[src/sv/lsh_pkg.sv]
// ----------------------------------------------------------------------------
// lsh_pkg: shared types and constants of the Laplacian sharpen block
// Widths of the pixel stream, the line store, the emission counters and the
// position divider, plus the helpers that clamp the frame size registers.
// ----------------------------------------------------------------------------
package lsh_pkg;

    // Largest frame width, and the depth of each line store.
    localparam int MAX_WIDTH = 2048;

    localparam int PIX_W    = 8;
    localparam int COL_W    = 11;
    localparam int ROW_W    = 12;
    localparam int CFG_W    = 12;
    localparam int IDX_W    = 23;
    localparam int EROW_W   = 22;
    localparam int LS_AW    = $clog2(MAX_WIDTH);
    localparam int LS_DW    = 2 * PIX_W;
    localparam int CFG_IDX_W = 1;

    // Frame size limits applied to the register values.
    localparam logic [CFG_W-1:0] MIN_DIM   = CFG_W'(3);
    localparam logic [CFG_W-1:0] MAX_W_EFF = CFG_W'(MAX_WIDTH);

    // Position divider: one quotient bit per cycle.
    localparam int DIV_STEPS = IDX_W;
    localparam int DIV_CNT_W = $clog2(DIV_STEPS);

    // Configuration register indexes.
    typedef enum logic [CFG_IDX_W-1:0] {
        CFG_FRAME_WIDTH  = 1'b0,
        CFG_FRAME_HEIGHT = 1'b1
    } t_cfg_reg;

    // Position divider states.
    typedef enum logic [1:0] {
        DIV_IDLE,
        DIV_RUN,
        DIV_DONE
    } t_div_state;

    // Status of the position divider as seen by the control logic.
    typedef struct packed {
        logic busy;
        logic done;
    } t_div_stat;

    // One request held between the input and the result register.
    typedef struct packed {
        logic             valid;
        logic             load;
        logic             emit;
        logic             interior;
        logic             last;
        logic [PIX_W-1:0] px;
        logic [COL_W-1:0] col;
        logic [ROW_W-1:0] row;
        logic [COL_W-1:0] pcol;
    } t_s1;

    // Frame width as used by the datapath: at least 3, at most MAX_WIDTH.
    function automatic logic [CFG_W-1:0] eff_width(input logic [CFG_W-1:0] v);
        logic [CFG_W-1:0] r;
        r = v;
        if (v < MIN_DIM) begin
            r = MIN_DIM;
        end else if (v > MAX_W_EFF) begin
            r = MAX_W_EFF;
        end
        return r;
    endfunction

    // Frame height as used by the datapath: at least 3.
    function automatic logic [CFG_W-1:0] eff_height(input logic [CFG_W-1:0] v);
        logic [CFG_W-1:0] r;
        r = v;
        if (v < MIN_DIM) begin
            r = MIN_DIM;
        end
        return r;
    endfunction

endpackage

[src/sv/lsh_sharpen.sv]
// ----------------------------------------------------------------------------
// lsh_sharpen: neighborhood window and cross-kernel arithmetic
// Holds the window columns that the kernel still needs, forms the line store
// write data and computes the saturated sharpen value of the window centre.
// ----------------------------------------------------------------------------
module lsh_sharpen import lsh_pkg::*; (
    input  logic             i_clk,
    input  logic             i_rst_n,
    input  logic             i_load,
    input  logic [PIX_W-1:0] i_px,
    input  logic [LS_DW-1:0] i_rd_data,
    output logic [LS_DW-1:0] o_wr_data,
    output logic [PIX_W-1:0] o_value
);

    // Right column of the top row, two right columns of the middle row and
    // the right column of the bottom row, as left by the previous load.
    logic [PIX_W-1:0] r_top_c2;
    logic [PIX_W-1:0] r_mid_c1;
    logic [PIX_W-1:0] r_mid_c2;
    logic [PIX_W-1:0] r_bot_c2;
    logic [PIX_W-1:0] top_new;
    logic [PIX_W-1:0] mid_new;
    logic [PIX_W+2:0] centre_x5;
    logic signed [PIX_W+3:0] acc;

    assign top_new = i_rd_data[LS_DW-1:PIX_W];
    assign mid_new = i_rd_data[PIX_W-1:0];

    // The middle row moves up one line, the new pixel takes its place.
    assign o_wr_data = {mid_new, i_px};

    // After the shift the centre is the old middle right column.
    assign centre_x5 = {1'b0, r_mid_c2, 2'b00} + {3'b000, r_mid_c2};
    assign acc = signed'({1'b0, centre_x5})
               - signed'({4'b0000, r_mid_c1})
               - signed'({4'b0000, mid_new})
               - signed'({4'b0000, r_top_c2})
               - signed'({4'b0000, r_bot_c2});

    // Saturate to the pixel range.
    always_comb begin
        if (acc[PIX_W+3]) begin
            o_value = '0;
        end else if (acc[PIX_W+2:PIX_W] != '0) begin
            o_value = '1;
        end else begin
            o_value = acc[PIX_W-1:0];
        end
    end

    // Window shift on every pixel load.
    always_ff @(posedge i_clk) begin
        if (!i_rst_n) begin
            r_top_c2 <= '0;
            r_mid_c1 <= '0;
            r_mid_c2 <= '0;
            r_bot_c2 <= '0;
        end else if (i_load) begin
            r_top_c2 <= top_new;
            r_mid_c1 <= r_mid_c2;
            r_mid_c2 <= mid_new;
            r_bot_c2 <= i_px;
        end
    end

endmodule

[config.mk]
export PLATFORM = sky130hd
export DESIGN_NAME = lsh_sharpen
export DESIGN_NICKNAME = d
export VERILOG_FILES = /design/src/sv/lsh_pkg.sv /design/src/sv/lsh_sharpen.sv
export SDC_FILE = /design/constraint.sdc
export NUM_CORES = 1
export LEC_CHECK = 0
export BUFFER_PORTS_ARGS = -buffer_cell sky130_fd_sc_hd__buf_2
export CAP_MARGIN = 15
export CORE_ASPECT_RATIO = 0.9
export CORE_UTILIZATION = 50
export CTS_CLUSTER_DIAMETER = 120
export CTS_CLUSTER_SIZE = 14
export DETAILED_ROUTE_END_ITERATION = 10
export GPL_TIMING_DRIVEN = 0
export PLACE_DENSITY = 0.73
export SETUP_SLACK_MARGIN = 0.4
export SLEW_MARGIN = 25
export SYNTH_ARGS = -nofsm -noshare
export SYNTH_HDL_FRONTEND = slang
export SYNTH_SLANG_ARGS = --single-unit
[constraint.sdc]
create_clock -name i_clk -period 19.4 [get_ports i_clk]
set_clock_uncertainty 0.15 [all_clocks]
set_input_delay 5.82 -clock i_clk [delete_from_list [all_inputs] [get_ports i_clk]]
set_output_delay 5.82 -clock i_clk [all_outputs]
set_load 0.01 [all_outputs]
# After elaboration in Yosys (flattened, before gate mapping)
# Index checks and enable logic that the tools add are counted.
[word_totals]
register_bits = 32
mem_count = 0
rom_bits = 0
inputBits = 27
latchBits = 0
word_cells = 12
ramBits = 0
[classes]
n_mul = 0
add_sub_neg = 5
bitwise = 0
n_div = 0
n_eq_ne = 0
magnitude_cmp = 0
mux = 2
n_shift = 0
n_reduce_logical = 1
[ops]
columns = ["cell", "n"]
rows = [
  ["$sub A12 B9 Y12", 3],
  ["$mux W8", 2],
  ["$sub A11 B8 Y12", 1],
  ["$add A10 B8 Y11", 1],
  ["$reduce_bool A3 Y1", 1],
]

# Logic depth before layout (Yosys ltp)
[depth]
ltp_word = 8
depth_mapped = 14
depth_no_buf = 14

# Worst setup path after synthesis
# Ideal clock, no wire load.
[synth_path]
kind = "input -> output"
from = "input i_rd_data[1]"
to = "output o_value[0]"
arrival_ps = 9127
path_stages = 13
setup_slack_ps = 4303
path_cell_list = "inv_1 > fa_1 > fa_1 > inv_1 > fa_1 > inv_1 > fa_1 > a211oi_2 > o21ai_2 > a221oi_2 > xnor2_1 > nor3_4 > a21oi_1"
[synth_via]
elab_chain_len = 6
[synth_rtl]
columns = ["element", "line", "rtl"]
rows = [
  ["start, declared", "lsh_sharpen.sv:11", "input logic [LS_DW-1:0] i_rd_data,"],
  ["$sub A12 B9 Y12 *", "lsh_sharpen.sv:37", "- signed'({4'b0000, mid_new})"],
  ["$sub A12 B9 Y12 *", "lsh_sharpen.sv:38", "- signed'({4'b0000, r_top_c2})"],
  ["$sub A12 B9 Y12 *", "lsh_sharpen.sv:39", "- signed'({4'b0000, r_bot_c2});"],
  ["$reduce_bool A3 Y1", "lsh_sharpen.sv:45", "end else if (acc[PIX_W+2:PIX_W] != '0) begin"],
  ["$mux W8", "lsh_sharpen.sv:45", ""],
  ["$mux W8 *", "lsh_sharpen.sv:43", "if (acc[PIX_W+3]) begin"],
  ["end, declared", "lsh_sharpen.sv:13", "output logic [PIX_W-1:0] o_value"],
]
# Every way passes the cells marked *; elsewhere a longest branch is shown, timed or not.

# Final worst setup path
[layout_path]
from = "input i_rd_data[1]"
to = "output o_value[1]"
# Same word-level chain as after synthesis.

==> results.ini <==
[drt]
vias=1892
drt-total-wl_um=4479
drtIter0Drc=34
dr.pass1.iters=4
drc=0
via_per_inst=4.637
wl_per_cell_um=10.98
drtAntennaViolNets=0

[clock_tree]
cts_num_sinks=32
clk_pin_slew_ps=60
numCtsBuffers=5
cts_resized=0
cts_setup_buffers=0
clk_path_buf_depth=2
cts_hold_buf=0
cts_tree=built
htree_levels=2
clkLatencyLatePin_ps=280
cts_root_buf=clkbuf_8

[floorplanning]
core_area_sq_um=5255
row_count=25
io-pin-count=51
dieArea_sq_um=5734
die_w_um=79.71
die_y_um=71.94
initial_core_util_pct=51.71

[critical_path]
critPathTopFamily=adder cells
crit_type=in -> out
slowest_delay_ps=540
crit_chain=buf_2 > inv_1 > fa_1 > fa_1 > inv_1 > fa_1 > inv_1 > fa_1 > a211oi_2 > o21ai_2 > a221oi_2 > xnor2_1 > nor3_4 > a21oi_1 > buf_2
cp.arrival_ps=9550
reg2reg_depth=2
required_ps=13430
cp-end-kind=primary output
worstSetupStartpointType=input port
path_max_fanout=8
r2r_start=r_mid_c2[0]
cp_slowest_cell=fa_1
crit_top_cell=fa_1
r2r-end=r_mid_c2[0]
critPathBufInv=5
r2r_slack_ps=18430

[logic_synthesis]
yosysMostFrequentCell=inv_1
syn_nets=357
ys_async_sr_fraction_pct=0
synth_area_sq_um=2718
synth-edff-count=0
synth_cells=285
yosys-top-cells-area=dfxtp_1 (24%), fa_1 (22%), mux2i_1 (12%)
synth_warnings=0
synth-seq-area-share_pct=23.57
synth_top_area_share_pct=23.57
synth_seq_cells=32
synth_cell_type_count=28
avgSynthCellArea_sq_um=9.535
synth_top_area_cell=dfxtp_1
synthFlopType=dfxtp_1
yosys-top-cells-count=inv_1 (69), mux2i_1 (33), dfxtp_1 (32), nor2b_1 (32), fa_1 (30)

[grt]
grt_usage_pct=17.43
grt_pass1_wl_um=7617
grt_overflow=0
antenna_found_initial=0
grt_max_degree=11
grt_pass1_vias=1767

[flow_run]
cap_violations=0

[power]
ir_drop_mv=0.05721
p_leak_uw=0.001548
p_total_uw=321.7
power_density_nw_per_um2=103.0

[cells_and_area]
final_nets=413
num_antenna_cells=0
fill_cells=489
drive_above_1_share_pct=23.17
areaGrowthSynthToFinish_pct=14.96

[sta]
relSlewSlack_pct=60.52
worst-slew-pin-transition_ps=592.2
rsz0062_at_grt=false
fin_crit_sh_pct=79.98
drv_slew=0
setup_viol=0
finalCriticalPeriod_ps=15520
hold_viol_final=0
max_freq_mhz=64.45
tns_ps=0

[status]
status=finished clean

[placed_design]
hpwlAfterDp_um=3740
place.port_buffers=49
routabilityCongestion=0.7672

[min_path]
min_from=r_top_c2[1]
worstHoldPathType=reg -> reg
min_to=r_top_c2[1]
whs_path_depth=2

-- flip-flops by register name (all words and copies together), names as in the netlist --
| register | flops |
|---|---|
| r_mid_c1 | 8 |
| r_top_c2 | 8 |
| r_mid_c2 | 8 |
| r_bot_c2 | 8 |
-- logic make-up after synthesis --
| kind of cell | count (synthesis) | share of synthesized area, % |
|---|---|---|
| AOI/OAI and AO/OA | 30 | 7.044 |
| xor gates and xnor gates | 11 | 3.822 |
| adders and majority gates | 45 | 29.01 |
| buffers and inverters | 92 | 15.06 |
| DFF | 32 | 23.57 |
| muxes | 33 | 12.15 |
| and+or+nand+nor | 42 | 9.346 |
-- metal layers --
metal,part of all wire [%],up-vias,track usage [%]
li1,-,973,-
met1,47,885,22.59
met2,49,29,29.72
met3,3.2,5,3.774
met4,0.67,0,4.242
met5,0,-,0
-- final cells by class --
cell class                 instances  area (sq um)  share of cell area, %
clock inverter                     1         5.005                 0.1602
buffer                            23         150.1                  4.806
tap                               67         83.83                  2.683
timing repair buffer              49         245.2                  7.849
inverter                          69         259.0                  8.290
sequential                        32         640.6                  20.50
multi-input combinational        161          1668                  53.38
clock buffer                       6         72.57                  2.323
-- report_power, final --
| part | total (uW) | internal, uW | switching (uW) |
|---|---|---|---|
| Combinational | 202 | 91.1 | 111 |
| Sequential | 72.2 | 69.3 | 2.95 |
| Clock | 47.4 | 24.3 | 23.1 |
| Total | 322 | 185 | 137 |
-- cell usage in the layout, fill, tap and decap left out, drive strengths merged --
cell type	count
o21ai	3
fa	30
mux2i	33
o211ai	2
buf	68
nor2b	32
nor3	1
xor2	2
inv	69
nand2	4
nand3	3
clkinv	1
clkbuf	10
o21a	1
a221oi	1
dfxtp	32
o22ai	1
a31oi	1
o21bai	1
a21o	3
xnor2	9
a21oi	16
a211oi	1
nor2	2
ha	15
-- how the worst max path moves through the flow --
stage	start	to	cells after the start
after floorplan	i_rd_data[1]	o_value[0]	13
after global placement	i_rd_data[1]	o_value[6]	15
after detailed placement	i_rd_data[1]	o_value[6]	15
after CTS	i_rd_data[1]	o_value[6]	15
after global routing	i_rd_data[1]	o_value[6]	15
final	i_rd_data[1]	o_value[1]	15
-- tightest hold or removal path, stage by stage, from the launching register on --
cell	delay, ps
dfxtp_1	330
mux2i_1	60
nor2b_1	90
-- through the flow --
stage,utilization [%],setup slack (ps),std cells,hold slack (ps),cell area (sq um)
detailed placement,57.98,3874,401,354.4,3047
CTS,59.45,3870,408,370.1,3124
global route,59.45,3551,408,391.3,3124
floorplan,-,4303,285,332.6,2718
finish,59.45,3884,408,367.0,3124
global placement,57.98,3894,401,348.0,3047
Power figures use the tool's default switching activity.
