**src/sv/lsh_pkg.sv**
```systemverilog
// ----------------------------------------------------------------------------
// lsh_pkg: shared types and constants of the Laplacian sharpen block
// Widths of the pixel stream, the line store, the emission counters and the
// position divider, plus the helpers that clamp the frame size registers.
// ----------------------------------------------------------------------------
package lsh_pkg;

    // Largest frame width, and the depth of each line store.
    localparam int MAX_WIDTH = 2048;

    localparam int PIX_W    = 8;
    localparam int COL_W    = 11;
    localparam int ROW_W    = 12;
    localparam int CFG_W    = 12;
    localparam int IDX_W    = 23;
    localparam int EROW_W   = 22;
    localparam int LS_AW    = $clog2(MAX_WIDTH);
    localparam int LS_DW    = 2 * PIX_W;
    localparam int CFG_IDX_W = 1;

    // Frame size limits applied to the register values.
    localparam logic [CFG_W-1:0] MIN_DIM   = CFG_W'(3);
    localparam logic [CFG_W-1:0] MAX_W_EFF = CFG_W'(MAX_WIDTH);

    // Position divider: one quotient bit per cycle.
    localparam int DIV_STEPS = IDX_W;
    localparam int DIV_CNT_W = $clog2(DIV_STEPS);

    // Configuration register indexes.
    typedef enum logic [CFG_IDX_W-1:0] {
        CFG_FRAME_WIDTH  = 1'b0,
        CFG_FRAME_HEIGHT = 1'b1
    } t_cfg_reg;

    // Position divider states.
    typedef enum logic [1:0] {
        DIV_IDLE,
        DIV_RUN,
        DIV_DONE
    } t_div_state;

    // Status of the position divider as seen by the control logic.
    typedef struct packed {
        logic busy;
        logic done;
    } t_div_stat;

    // One request held between the input and the result register.
    typedef struct packed {
        logic             valid;
        logic             load;
        logic             emit;
        logic             interior;
        logic             last;
        logic [PIX_W-1:0] px;
        logic [COL_W-1:0] col;
        logic [ROW_W-1:0] row;
        logic [COL_W-1:0] pcol;
    } t_s1;

    // Frame width as used by the datapath: at least 3, at most MAX_WIDTH.
    function automatic logic [CFG_W-1:0] eff_width(input logic [CFG_W-1:0] v);
        logic [CFG_W-1:0] r;
        r = v;
        if (v < MIN_DIM) begin
            r = MIN_DIM;
        end else if (v > MAX_W_EFF) begin
            r = MAX_W_EFF;
        end
        return r;
    endfunction

    // Frame height as used by the datapath: at least 3.
    function automatic logic [CFG_W-1:0] eff_height(input logic [CFG_W-1:0] v);
        logic [CFG_W-1:0] r;
        r = v;
        if (v < MIN_DIM) begin
            r = MIN_DIM;
        end
        return r;
    endfunction

endpackage

```
**src/sv/lsh_div.sv**
```systemverilog
// ----------------------------------------------------------------------------
// lsh_div: bit-serial position divider
// Splits the linear emission index into row and column for a new frame
// width, one quotient bit per cycle with a restoring step.
// ----------------------------------------------------------------------------
module lsh_div import lsh_pkg::*; (
    input  logic              i_clk,
    input  logic              i_rst_n,
    input  logic              i_start,
    input  logic [IDX_W-1:0]  i_dividend,
    input  logic [CFG_W-1:0]  i_divisor,
    output t_div_stat         o_stat,
    output logic [EROW_W-1:0] o_quot,
    output logic [COL_W-1:0]  o_rem
);

    t_div_state           r_state, n_state;
    logic [DIV_CNT_W-1:0] r_cnt;
    logic [IDX_W-1:0]     r_q;
    logic [CFG_W-1:0]     r_rem;
    logic [CFG_W-1:0]     r_div;
    logic [CFG_W-1:0]     rem_sh;
    logic                 fits;

    // Next state: a new start always restarts the division.
    always_comb begin
        n_state = r_state;
        priority if (i_start) begin
            n_state = DIV_RUN;
        end else begin
            unique case (r_state)
                DIV_IDLE: n_state = DIV_IDLE;
                DIV_RUN:  n_state = (r_cnt == '0) ? DIV_DONE : DIV_RUN;
                DIV_DONE: n_state = DIV_IDLE;
                default:  n_state = DIV_IDLE;
            endcase
        end
    end

    // Status outputs.
    always_comb begin
        o_stat = '0;
        unique case (r_state)
            DIV_IDLE: o_stat = '0;
            DIV_RUN:  o_stat.busy = 1'b1;
            DIV_DONE: begin
                o_stat.busy = 1'b1;
                o_stat.done = 1'b1;
            end
            default:  o_stat = '0;
        endcase
    end

    always_ff @(posedge i_clk) begin
        if (!i_rst_n) begin
            r_state <= DIV_IDLE;
            r_cnt   <= '0;
        end else begin
            r_state <= n_state;
            if (i_start) begin
                r_cnt <= DIV_CNT_W'(DIV_STEPS - 1);
            end else if (r_state == DIV_RUN) begin
                r_cnt <= r_cnt - DIV_CNT_W'(1);
            end
        end
    end

    // Restoring step: the remainder stays below the divisor, so it fits.
    assign rem_sh = {r_rem[CFG_W-2:0], r_q[IDX_W-1]};
    assign fits   = (rem_sh >= r_div);

    always_ff @(posedge i_clk) begin
        if (i_start) begin
            r_q   <= i_dividend;
            r_rem <= '0;
            r_div <= i_divisor;
        end else if (r_state == DIV_RUN) begin
            r_q   <= {r_q[IDX_W-2:0], fits};
            r_rem <= fits ? (rem_sh - r_div) : rem_sh;
        end
    end

    assign o_quot = r_q[EROW_W-1:0];
    assign o_rem  = r_rem[COL_W-1:0];

endmodule

```
**config.mk**
```make
export PLATFORM = sky130hd
export DESIGN_NAME = lsh_div
export DESIGN_NICKNAME = d
export VERILOG_FILES = /design/src/sv/lsh_pkg.sv /design/src/sv/lsh_div.sv
export SDC_FILE = /design/constraint.sdc
export NUM_CORES = 1
export LEC_CHECK = 0
export ABC_CLOCK_PERIOD_IN_PS = 2500
export BUFFER_PORTS_ARGS = -buffer_cell sky130_fd_sc_hd__buf_2
export CAP_MARGIN = 20
export CORE_ASPECT_RATIO = 1.2
export CORE_UTILIZATION = 53
export CTS_BUF_LIST = sky130_fd_sc_hd__clkbuf_8 sky130_fd_sc_hd__clkbuf_16
export CTS_CLUSTER_SIZE = 25
export DETAILED_ROUTE_END_ITERATION = 6
export PLACE_DENSITY = 0.81
export SLEW_MARGIN = 5
export SYNTH_ARGS = -nofsm -noshare
export SYNTH_HDL_FRONTEND = slang
export SYNTH_SLANG_ARGS = --single-unit
```
**constraint.sdc**
```tcl
create_clock -name i_clk -period 2.5 [get_ports i_clk]
set_input_delay 0.25 -clock i_clk [delete_from_list [all_inputs] [get_ports i_clk]]
set_output_delay 0.25 -clock i_clk [all_outputs]
set_load 0.005 [all_outputs]
```
Word-level counts from Yosys, hierarchy flattened
Index checks and enable logic that the tools add are counted.
{ "classes": {"n_addsub": 2, "order_cmp": 1, "n_bitwise": 2, "reduce_logical": 5, "n_mux": 10, "n_eq_ne": 2} }
{ "op_table": {"columns": ["op", "count"], "rows": [
  ["2-to-1 mux 23 bit", 2],
  ["greater-or-equal comparator 12 bit", 1],
  ["2-to-1 mux 11 bit", 1],
  ["subtractor 11 bit", 1],
  ["2-to-1 mux 5 bit", 2],
  ["zero test 5 bit", 1],
  ["subtractor 5 x 1 -> 5 bit (second input constant)", 1],
  ["2-to-1 mux 1 bit", 4],
  ["OR reduction 2 bit", 2],
  ["OR reduction 3 bit", 1],
  ["equality test 2 x 1 -> 1 bit (second input constant)", 1],
  ["equality test 2 bit (second input constant)", 1],
  ["2-to-1 mux 2 bit", 1],
  ["NOT 1 bit", 2],
  ["nonzero test 2 bit", 1]
]} }
{ "word_totals": {"elab_cells": 29, "regBits": 53} }

Depth between registers and ports, before layout
Gate-level depths: netlist (run 1).
{ "depth": {"ltp_word": 4, "ltp_mapped": 10} }

Worst setup path before layout (run 1)
Ideal clock, no wire load.
{ "synth_path": {"path_type": "register to register", "start": "reg r_q[22]", "end": "reg r_rem[1]", "setup_ps": 95, "t_arrival_ps": 2124, "path_stages_with_launch": 11, "slack_ps": 281, "t_required_ps": 2405, "cell_sequence": "edfxtp_1 > inv_1 > ha_1 > fa_1 > nand2b_1 > a21o_1 > a21oi_4 > o21ai_2 > buf_6 > or4_1 > o311ai_1"} }
{ "synth_via": {"elab_chain_len": 2} }
{ "synth_rtl": {"columns": ["element", "line_no", "text"], "rows": [
  ["start, declared", "lsh_div.sv:19", "logic [IDX_W-1:0] r_q;"],
  ["start signal, assigned", "lsh_div.sv:74", "r_q <= i_dividend;"],
  ["start signal, assigned", "lsh_div.sv:78", "r_q <= {r_q[IDX_W-2:0], fits};"],
  ["subtractor 11 bit / greater-or-equal comparator 12 bit (equally long branches)", "lsh_div.sv:79, lsh_div.sv:70", null],
  ["2-to-1 mux 11 bit *", "lsh_div.sv:79", "r_rem <= fits ? (rem_sh - r_div) : rem_sh;"],
  ["end signal, assigned", "lsh_div.sv:79", null],
  ["end, declared", "lsh_div.sv:20", "logic [CFG_W-1:0] r_rem;"]
]} }
Mark *: on every way between the ends. The rest lies on a longest branch, timed or not.
A chain may end at the register's enable or synchronous reset.

Worst setup path after layout (run 1)
{ "layout_path": {"start": "reg r_q[22]", "end": "reg r_rem[0]"} }
The elaborated chain is that of the path after synthesis.

==> results.yml, run 1 <==
outcome:
  status: "finished, final reports clean"
timing:
  hold_viol: 0
  finClkSkew_ps: 10.2
  maxSlewViolCount: 0
  fmax_mhz: 424
  period_share_pct: 94.4
  rsz0062_at_grt: "no"
  tightest_slew_ps: 560
  hold_ws_ps: 115
  setup_viol: 0
  final.setup.tns_ps: 0
  slew_headroom_pct: 62.7
  fin_crit_ps: 2360
  layout_setup_ws_ps: 141
synthesis:
  synth_edf_count: 35
  synth_cell_types: 46
  ys.flop_type: "edfxtp_1"
  ys_async_sr_fraction_pct: 0
  yosys_warnings: 0
  synth_nets: 313
  syn_inst: 259
  synth_area_mm2: 0.00289
  synthTopCellsByArea: "edfxtp_1 36%, dfxtp_1 12%, mux2_2 9.0%"
  synth.avg_cell_area_um2: 11.1
  netlist.area_leader.share_pct: 36.4
  yosys.area.top_type: "edfxtp_1"
  ys_seq_area_share_pct: 48.9
  ys_ff_latch: 53
clocking:
  clk_latency_ps: 310
  htree_num_levels: 2
  clkTransAtPathRegs_ps: 100
  root_buffer: "clkbuf_8"
  ctsHoldBuffers: 0
  clockBufferDepth: 2
  cts_buffers: 5
  cts_tree: "yes"
  cts_num_sinks: 53
placed_design:
  place_area_mm2: 0.00314
  dp_hpwl_mm: 3.94
  io_buffers: 72
  routabilityCongestion: 0.860
  dp_slack_ps: 58.7
setup_path:
  arrival_ps: 2580
  critPathRequiredTime_ps: 2720
  ff2ff_setup_slack_ps: 140
  worstSetupEndpointType: "register"
  cp_max_fo: 8
  cp-start-kind: "register"
  r2r-start: "r_q[22]"
  path_class: "register to register"
  worstReg2RegEnd: "r_rem[0]"
  r2r_cells: 9
hold_path:
  min_to: "r_div[2]"
  hp-start: "i_divisor[2]"
  worstHoldPathCells: 1
  hold_class: "primary input to register"
routing:
  vias_per_cell: 5.52
  wirelength_mm: 5.40
  vias: 2058
  first_iter_violations: 92
  drc: 0
  drtAntennaViolNets: 0
  drt-wirelength-per-cell_um: 14.5
  drt_pre_antenna_iters: 4
grt:
  grt_overflow: 0
  antenna_found_initial: 0
  grt_start_max_net_pins: 47
  grt_pass1_vias: 1969
  grt_pass1_wl_mm: 8.83
  grt.total_usage_pct: 19.2
final_layout:
  multi_input_area_mm2: 0.00119
  n_fill_cell: 445
  syn_to_final_growth_pct: 13.2
  seqCellArea_mm2: 0.00141
  design_area_mm2: 0.00327
  antenna_cells: 0
  drive_gt1_share_pct: 36.3
  nets: 364
floorplan:
  die_w_um: 69.4
  ioPinCount: 73
  std_cell_rows: 29
  dieArea_mm2: 0.00574
  initial_utilization_pct: 54.8
  die_h_um: 82.8
  core_mm2: 0.00526
pwr:
  powerDensity_mw_per_mm2: 638
  leakage_nw: 1.44
  peakVddDrop_v: 0.000380
job:
  drv_cap: 0
[how the worst max path moves through the flow]
stage,startpoint,endpoint
2_1_floorplan,r_q[22],r_rem[1]
3_3_place_gp,r_q[22],r_rem[2]
3_5_place_dp,r_q[22],r_rem[7]
4_1_cts,r_q[22],r_rem[7]
5_1_grt,r_q[22],r_rem[7]
6_report,r_q[22],r_rem[0]
[state kept, by name, summed over array words and instances, names as in the netlist]
register  count
r_rem        11
r_div        12
r_q          23
r_cnt         5
r_state       2
[area by class of cell]
class                   instances  area share, %
flip-flops and latches         53           43.2
multi-input cells             152           36.4
repair buffers                 77           12.2
inverters                      21           2.41
well taps                      62           2.37
clock buffers                   5           2.11
clock inverters                 3           1.34
[synth_stat cells (2+ instances only)]
cell      instances
a211oi_1          4
a21o_1            4
inv_1            21
o21a_1            4
a41o_1            2
nor4_1            3
nand2_1          17
clkbuf_1          9
and3_1            2
mux2_2           23
xnor2_1           8
edfxtp_1         35
nand4_1           3
a311oi_1          4
a31oi_1           3
o21ai_1           2
nor2b_1           3
o21ai_0           4
nand3_1           2
buf_4            23
nor3_1            3
ha_1             15
xor2_1            2
nand2b_1          2
a21boi_0          3
dfxtp_1          18
a21oi_1           6
nor2_1           16
[critical path: stages, from the launching register on]
cell and delay, ps:
edfxtp_1 330, inv_1 50, ha_1 230, fa_2 360
nand2b_1 170, a21o_1 210, a21oi_4 230, o21ai_4 130
mux2_1 330, a211oi_1 230
[cell usage in the layout (no fill, tap or decap), types with 2 or more instances in the layout]
| master | n |
|---|---|
| a211oi_1 | 4 |
| a21boi_0 | 3 |
| a21o_1 | 4 |
| a21oi_1 | 6 |
| a311oi_1 | 4 |
| a31oi_1 | 3 |
| a41o_1 | 2 |
| and3_1 | 2 |
| buf_2 | 72 |
| buf_4 | 5 |
| clkbuf_8 | 5 |
| dfxtp_1 | 18 |
| edfxtp_1 | 35 |
| ha_1 | 15 |
| inv_1 | 21 |
| mux2_2 | 23 |
| nand2_1 | 17 |
| nand2b_1 | 2 |
| nand3_1 | 2 |
| nand4_1 | 3 |
| nor2_1 | 16 |
| nor2b_1 | 3 |
| nor3_1 | 3 |
| nor4_1 | 3 |
| o21a_1 | 3 |
| o21ai_0 | 4 |
| o21ai_1 | 2 |
| xnor2_1 | 8 |
| xor2_1 | 2 |
[per-stage QoR]
| stage | power (mW) | util, % | instances |
|---|---|---|---|
| finish | 2.08 | 62.1 | 373 |
| global route | 2.17 | 62.1 | 373 |
| CTS | 2.09 | 61.7 | 372 |
| detailed placement | 1.51 | 59.6 | 364 |
| global placement | 1.49 | 59.6 | 364 |
| floorplan | 1.41 | - | 259 |
[cells by family (layout without fill, tap and decap cells)]
family,Yosys count,count (layout),synth area share [%]
AO/OA/AOI/OAI,44,44,11.1
XOR/XNOR,10,10,3.04
adder cells (fa/ha/maj),16,16,7.20
buffers and inverters,54,106,10.3
flip-flops,53,53,48.9
multiplexers,25,25,9.71
AND/OR/NAND/NOR,57,57,9.71
[metal layers]
metal,vias to the layer above,global-route usage [%],share of wire [%]
li1,1004,-,-
met2,70,33.1,51
met3,10,4.13,4.9
met4,0,8.16,1.8
met1,974,23.1,42
met5,-,0,0
[what timing repair did]
item                       in CTS  in global routing
setup endpoints to repair       0                  8
buffers inserted                0                  1
gates resized for setup         0                  3
[report_power, final]
part	switching [mW]	internal [mW]	total [mW]	leakage [nW]
Sequential	0.0453	1.02	1.07	0.497
Clock	0.287	0.301	0.588	0.0585
Combinational	0.220	0.205	0.426	0.887
Total	0.553	1.53	2.08	1.44
Note: power is estimated with default switching activity, not from simulation.
==> run 2: changes to the inputs <==
--- a/config.mk
+++ b/config.mk
@@ -5,6 +5,7 @@
 export SDC_FILE = /design/constraint.sdc
 export NUM_CORES = 1
 export LEC_CHECK = 0
+export ABC_AREA = 1
 export ABC_CLOCK_PERIOD_IN_PS = 2500
 export BUFFER_PORTS_ARGS = -buffer_cell sky130_fd_sc_hd__buf_2
 export CAP_MARGIN = 20
@@ -13,7 +14,7 @@
 export CTS_BUF_LIST = sky130_fd_sc_hd__clkbuf_8 sky130_fd_sc_hd__clkbuf_16
 export CTS_CLUSTER_SIZE = 25
 export DETAILED_ROUTE_END_ITERATION = 6
-export PLACE_DENSITY = 0.81
+export PLACE_DENSITY = 0.8
 export SLEW_MARGIN = 5
 export SYNTH_ARGS = -nofsm -noshare
 export SYNTH_HDL_FRONTEND = slang
==> run 2 against run 1 <==
Non-clock buffer count rose by 1. Via count rose by 26%. Utilization fell by 0.22 points. Area after synthesis rose by 11%. Register-to-register slack improved by 340 ps. Synthesized cell count rose by 52%. Worst setup slack improved by 340 ps. Cell count rose by 41%. Clock skew fell by 3.5 ps. Worst hold slack got worse by 11 ps. Count of clock-buffer cells in the layout did not move. Power fell by 11%.
==> results.yml, run 2 <==
clocking:
  cts_setup_buffers: 0
  ctsHoldBuffers: 0
  clk_latency_ps: 310
  htree_num_levels: 2
  clockBufferDepth: 2
  cts_num_sinks: 53
  cts-resized-gates: 0
  root_buffer: "clkbuf_8"
  clkTransAtPathRegs_ps: 100
  cts_buffers: 5
  cts_tree: "yes"
routing:
  first_iter_violations: 136
  drt-wirelength-per-cell_um: 11.9
  drc: 0
  drtAntennaViolNets: 0
  vias: 2584
  vias_per_cell: 4.91
  drt_pre_antenna_iters: 4
  wirelength_mm: 6.28
synthesis:
  synth_cell_types: 33
  yosys.area.top_type: "edfxtp_1"
  yosysMostFrequentCell: "nand2_1"
  synth_common_cells: "139 x nand2_1, 60 x inv_1, 35 x edfxtp_1"
  ys_ff_latch: 53
  synth_area_mm2: 0.00319
  ys.flop_type: "edfxtp_1"
  syn_inst: 393
  synth_edf_count: 35
  synth_nets: 447
  yosys_warnings: 0
  synthTopCellsByArea: "edfxtp_1 33%, nand2_1 16%, dfxtp_1 11%"
  ys_seq_area_share_pct: 44.2
  synth.avg_cell_area_um2: 8.13
  ys_async_sr_fraction_pct: 0
  netlist.area_leader.share_pct: 32.9
floorplan:
  dieArea_mm2: 0.00634
  ioPinCount: 73
  die_w_um: 72.9
  std_cell_rows: 30
  die_h_um: 87.0
  initial_utilization_pct: 55.6
  core_mm2: 0.00574
timing:
  fin_crit_ps: 2020
  finClkSkew_ps: 6.73
  layout_setup_ws_ps: 483
  tightest_slew_ps: 400
  period_share_pct: 80.7
  hold_viol: 0
  setup_viol: 0
  fmax_mhz: 496
  slew_headroom_pct: 73.3
  final.setup.tns_ps: 0
  maxSlewViolCount: 0
  rsz0062_at_grt: "no"
placed_design:
  place_area_mm2: 0.00346
  dp_hpwl_mm: 4.83
  io_buffers: 72
  dp_slack_ps: 486
  routabilityCongestion: 0.888
final_layout:
  top_regs: "r_q x23, r_div x12, r_rem x11"
  syn_to_final_growth_pct: 11.2
  final_cell_mix: "139 x nand2_1, 72 x buf_2, 60 x inv_1"
  design_area_mm2: 0.00355
  drive_gt1_share_pct: 24.7
  nets: 499
  max_flop_register: "r_q"
  antenna_cells: 0
  final_common_cell: "nand2_1"
  largest_reg_flops: 23
  final_core_util_pct: 61.9
  n_fill_cell: 493
pwr:
  powerDensity_mw_per_mm2: 521
  p_total_mw: 1.85
  peakVddDrop_v: 0.000368
  leakage_nw: 1.89
setup_path:
  critical_path.slowest_cell: "fa_1"
  crit_chain: "ha_1 -> fa_1 -> inv_1 -> nand3_1 -> nand3_4 -> nand2_4 -> nand4_4 -> nand3_1 -> nand3_1 -> nand2_1"
  cp_max_fo: 12
  worstSetupEndpointType: "register"
  max_stage_delay_ps: 410
  path_class: "register to register"
  critPathRequiredTime_ps: 2720
  arrival_ps: 2240
  cp-start-kind: "register"
  crit_top_cell: "nand3_1"
job:
  drv_cap: 0
grt:
  grt_pass1_vias: 2584
  grt_pass1_wl_mm: 10.7
  grt_overflow: 0
  antenna_found_initial: 0
  grt.total_usage_pct: 21.9
  grt_start_max_net_pins: 33
hold_path:
  hold_class: "primary input to register"
outcome:
  status: "finished, final reports clean"
## run 2: area by class of cell
type | instances | area, um^2 | share of cell area, %
Clock buffer | 5 | 68.8 | 1.94
Clock inverter | 3 | 26.3 | 0.739
Inverter | 61 | 229 | 6.44
Multi-Input combinational cell | 246 | 1310 | 36.9
Sequential cell | 53 | 1410 | 39.7
Tap cell | 80 | 100 | 2.82
Timing Repair Buffer | 78 | 405 | 11.4
## run 2: final timing paths
path / start / to / slack [ps] / depth (start not counted)
setup / recovery: r_div[0] / r_rem[5] / 480 / 10
hold / removal: i_divisor[9] / r_div[9] / 100 / 1
setup reg to reg: r_div[0] / r_rem[5] / 480 / 10
hold reg to reg: r_rem[10] / r_rem[10] / 480 / 2
## run 2: routing by layer
layer	vias to the layer above	global-route usage (%)	part of all wire (%)
met2	76	38.7	50
met4	0	11.1	2.6
met5	-	0	0
met1	1166	24.3	42
met3	15	5.32	5.5
li1	1327	-	-
## run 2: cells by family (layout without fill, tap and decap cells)
group | Yosys count | after routing | synth area share [%]
DFF | 53 | 53 | 44.2
and+or+nand+nor | 216 | 216 | 31.5
xor gates and xnor gates | 3 | 3 | 0.823
AOI/OAI and AO/OA | 11 | 11 | 2.27
buffers and inverters | 94 | 147 | 14.7
adders and majority gates | 16 | 16 | 6.50
## run 2: power breakdown
| group | internal, mW | total [mW] | switching, mW |
|---|---|---|---|
| logic | 0.121 | 0.297 | 0.176 |
| clock network | 0.205 | 0.509 | 0.305 |
| registers | 1.01 | 1.05 | 0.0331 |
## run 2: critical path, delay by kind of cell (launching register included)
kind                     cells  cell delay [ps]
buffers and inverters        1               90
adder cells (fa/ha/maj)      2              640
flip-flops                   1              400
AND/OR/NAND/NOR              7              800
## run 2: through the flow
step,hold WS (ps),cells
6_report,104,526
5_1_grt,87.9,526
4_1_cts,92.4,526
3_5_place_dp,428,518
3_3_place_gp,428,518
2_1_floorplan,349,393
==> run 3: changes to the inputs <==
--- a/config.mk
+++ b/config.mk
@@ -6,15 +6,15 @@
 export NUM_CORES = 1
 export LEC_CHECK = 0
 export ABC_AREA = 1
-export ABC_CLOCK_PERIOD_IN_PS = 2500
+export ABC_CLOCK_PERIOD_IN_PS = 1770
 export BUFFER_PORTS_ARGS = -buffer_cell sky130_fd_sc_hd__buf_2
 export CAP_MARGIN = 20
 export CORE_ASPECT_RATIO = 1.2
-export CORE_UTILIZATION = 53
+export CORE_UTILIZATION = 49
 export CTS_BUF_LIST = sky130_fd_sc_hd__clkbuf_8 sky130_fd_sc_hd__clkbuf_16
 export CTS_CLUSTER_SIZE = 25
 export DETAILED_ROUTE_END_ITERATION = 6
-export PLACE_DENSITY = 0.8
+export PLACE_DENSITY = 0.77
 export SLEW_MARGIN = 5
 export SYNTH_ARGS = -nofsm -noshare
 export SYNTH_HDL_FRONTEND = slang
==> constraint.sdc (replaced) <==
create_clock -name i_clk -period 1.77 [get_ports i_clk]
set_input_delay 0.177 -clock i_clk [delete_from_list [all_inputs] [get_ports i_clk]]
set_output_delay 0.177 -clock i_clk [all_outputs]
set_load 0.005 [all_outputs]
==> run 3 against run 2 <==
Flip-flop and latch count is the same. Worst setup slack lost 470 ps. Sequential share of layout area shrank 3.6 points. Worst hold slack lost 80 ps. Clock power grew 66%. Global-route usage grew 0.35 points. Highest routed layer unchanged. Largest power group unchanged.
==> results.yml, run 3 (synthesis results as in run 2) <==
final_layout:
  top_regs: "r_q x23, r_div x12, r_rem x11"
  drive_gt1_share_pct: 33.6
  final_common_cell: "nand2_1"
  max_flop_register: "r_q"
  antenna_cells: 0
  final_cell_mix: "135 x nand2_1, 72 x buf_2, 56 x inv_1"
  largest_reg_flops: 23
  final_core_util_pct: 63.4
  syn_to_final_growth_pct: 22.4
  nets: 526
routing:
  drt_pre_antenna_iters: 5
  vias_per_cell: 5.04
  drc: 0
  vias: 2796
  wirelength_mm: 7.13
  drt-wirelength-per-cell_um: 12.8
  drtAntennaViolNets: 0
  first_iter_violations: 159
clocking:
  cts_buffers: 5
  root_buffer: "clkbuf_8"
  cts_num_sinks: 53
  clkTransAtPathRegs_ps: 100
  clk_latency_ps: 320
  clockBufferDepth: 2
  ctsHoldBuffers: 0
  cts_tree: "yes"
  htree_num_levels: 2
pwr:
  p_total_mw: 2.83
  p_clk_share_pct: 30.0
  p_int_mw: 2.07
  seqPwrFrac_pct: 52.3
  powerDensity_mw_per_mm2: 723
  comb_power_share_pct: 17.7
  swShare_pct: 26.6
  power_switching_mw: 0.753
  leakage_nw: 2.05
  peakVddDrop_v: 0.000621
grt:
  grt_pass1_wl_mm: 11.7
  grt_overflow: 0
  grt_pass1_vias: 2749
  grt.total_usage_pct: 22.3
  antenna_found_initial: 0
  grt_start_max_net_pins: 32
timing:
  hold_viol: 0
  rsz0062_at_grt: "yes"
  finClkSkew_ps: 8.34
  maxSlewViolCount: 0
  layout_setup_ws_ps: 14.1
  period_share_pct: 99.2
  fmax_mhz: 570
  fin_crit_ps: 1760
  tightest_slew_ps: 347
  setup_viol: 0
  slew_headroom_pct: 76.7
  hold_ws_ps: 24.4
setup_path:
  critPathRequiredTime_ps: 1860
  max_stage_delay_ps: 390
  worstSetupEndpointType: "register"
  path_class: "register to register"
  crit_family: "simple AND/OR/NAND/NOR gates"
  arrival_ps: 1850
  cp_num_buf_inv: 2
  cp-start-kind: "register"
  critical_path.slowest_cell: "edfxtp_1"
  cp_max_fo: 6
  crit_chain: "inv_2 -> ha_2 -> fa_2 -> inv_2 -> nand3_4 -> nand3_4 -> nand2_4 -> nand4_4 -> nand2_2 -> nand2_1"
job:
  drv_cap: 0
floorplan:
  ioPinCount: 73
  dieArea_mm2: 0.00685
  std_cell_rows: 31
  core_mm2: 0.00617
  die_w_um: 75.7
  die_h_um: 90.4
  initial_utilization_pct: 51.8
outcome:
  status: "finished, final reports clean"
placed_design:
  io_buffers: 72
  dp_hpwl_mm: 5.01
  dp_slack_ps: -102
  routabilityCongestion: 0.884
hold_path:
  hold_class: "primary input to register"
[run 3: cell count changes in the layout (fill, tap and decap cells not counted), moves of 5 or more]
cell	change
buf_4	+23
nand3_1	-7
nand3_2	+6
ha_1	-5
[run 3: routing by layer]
layer / GRT usage, % / wire length, um / share of wire [%]
met1: 26.7 / 2860 / 40
met2: 36.7 / 3550 / 50
met3: 4.80 / 452 / 6.3
met4: 11.1 / 265 / 3.7
met5: 0 / 0 / 0
[run 3: worst register-to-register path: cells and delay by family, from the launching register on]
kind / cells / cell delay (ps)
flip-flops: 1 / 390
adder cells (fa/ha/maj): 2 / 400
AND/OR/NAND/NOR: 6 / 620
buffers and inverters: 2 / 120
[run 3: power by group through the flow]
stage	Combinational [mW]	Clock [mW]	Sequential, mW
after global routing	0.562	0.921	1.49
final	0.501	0.847	1.48
after CTS	0.476	0.864	1.48
after global placement	0.450	0	1.50
after floorplan	0.329	0	1.49
after detailed placement	0.463	0	1.50
[run 3: final timing paths]
| path | slack, ps | to | startpoint | depth (start not counted) |
|---|---|---|---|---|
| setup / recovery | 10 | r_q[0] | r_q[22] | 10 |
| hold / removal | 20 | r_div[0] | i_divisor[0] | 1 |
| setup reg to reg | 10 | r_q[0] | r_q[22] | 10 |
| hold reg to reg | 500 | r_rem[5] | r_rem[5] | 2 |
[run 3: final cells by class]
type                    instances  area [um^2]
fillers                       513         2260
multi-input cells             248         1450
flip-flops and latches         53         1410
repair buffers                103          601
inverters                      61          229
well taps                      82          103
clock buffers                   5         68.8
clock inverters                 3         43.8
[run 3: timing repair]
item                       4_1_cts  5_1_grt
setup endpoints to repair       12       12
resized for setup                7       23
pin swaps                        1       10
hold endpoints to repair         0        0
gates cloned                     2        0
setup buffers                    0        2
[run 3: per-stage QoR]
stage               area [um^2]  instances  TNS, ps
detailed placement         3630        543     -964
CTS                        3800        553        0
floorplan                  3190        393        0
finish                     3910        555        0
global route               3910        555     -818
global placement           3630        543     -301
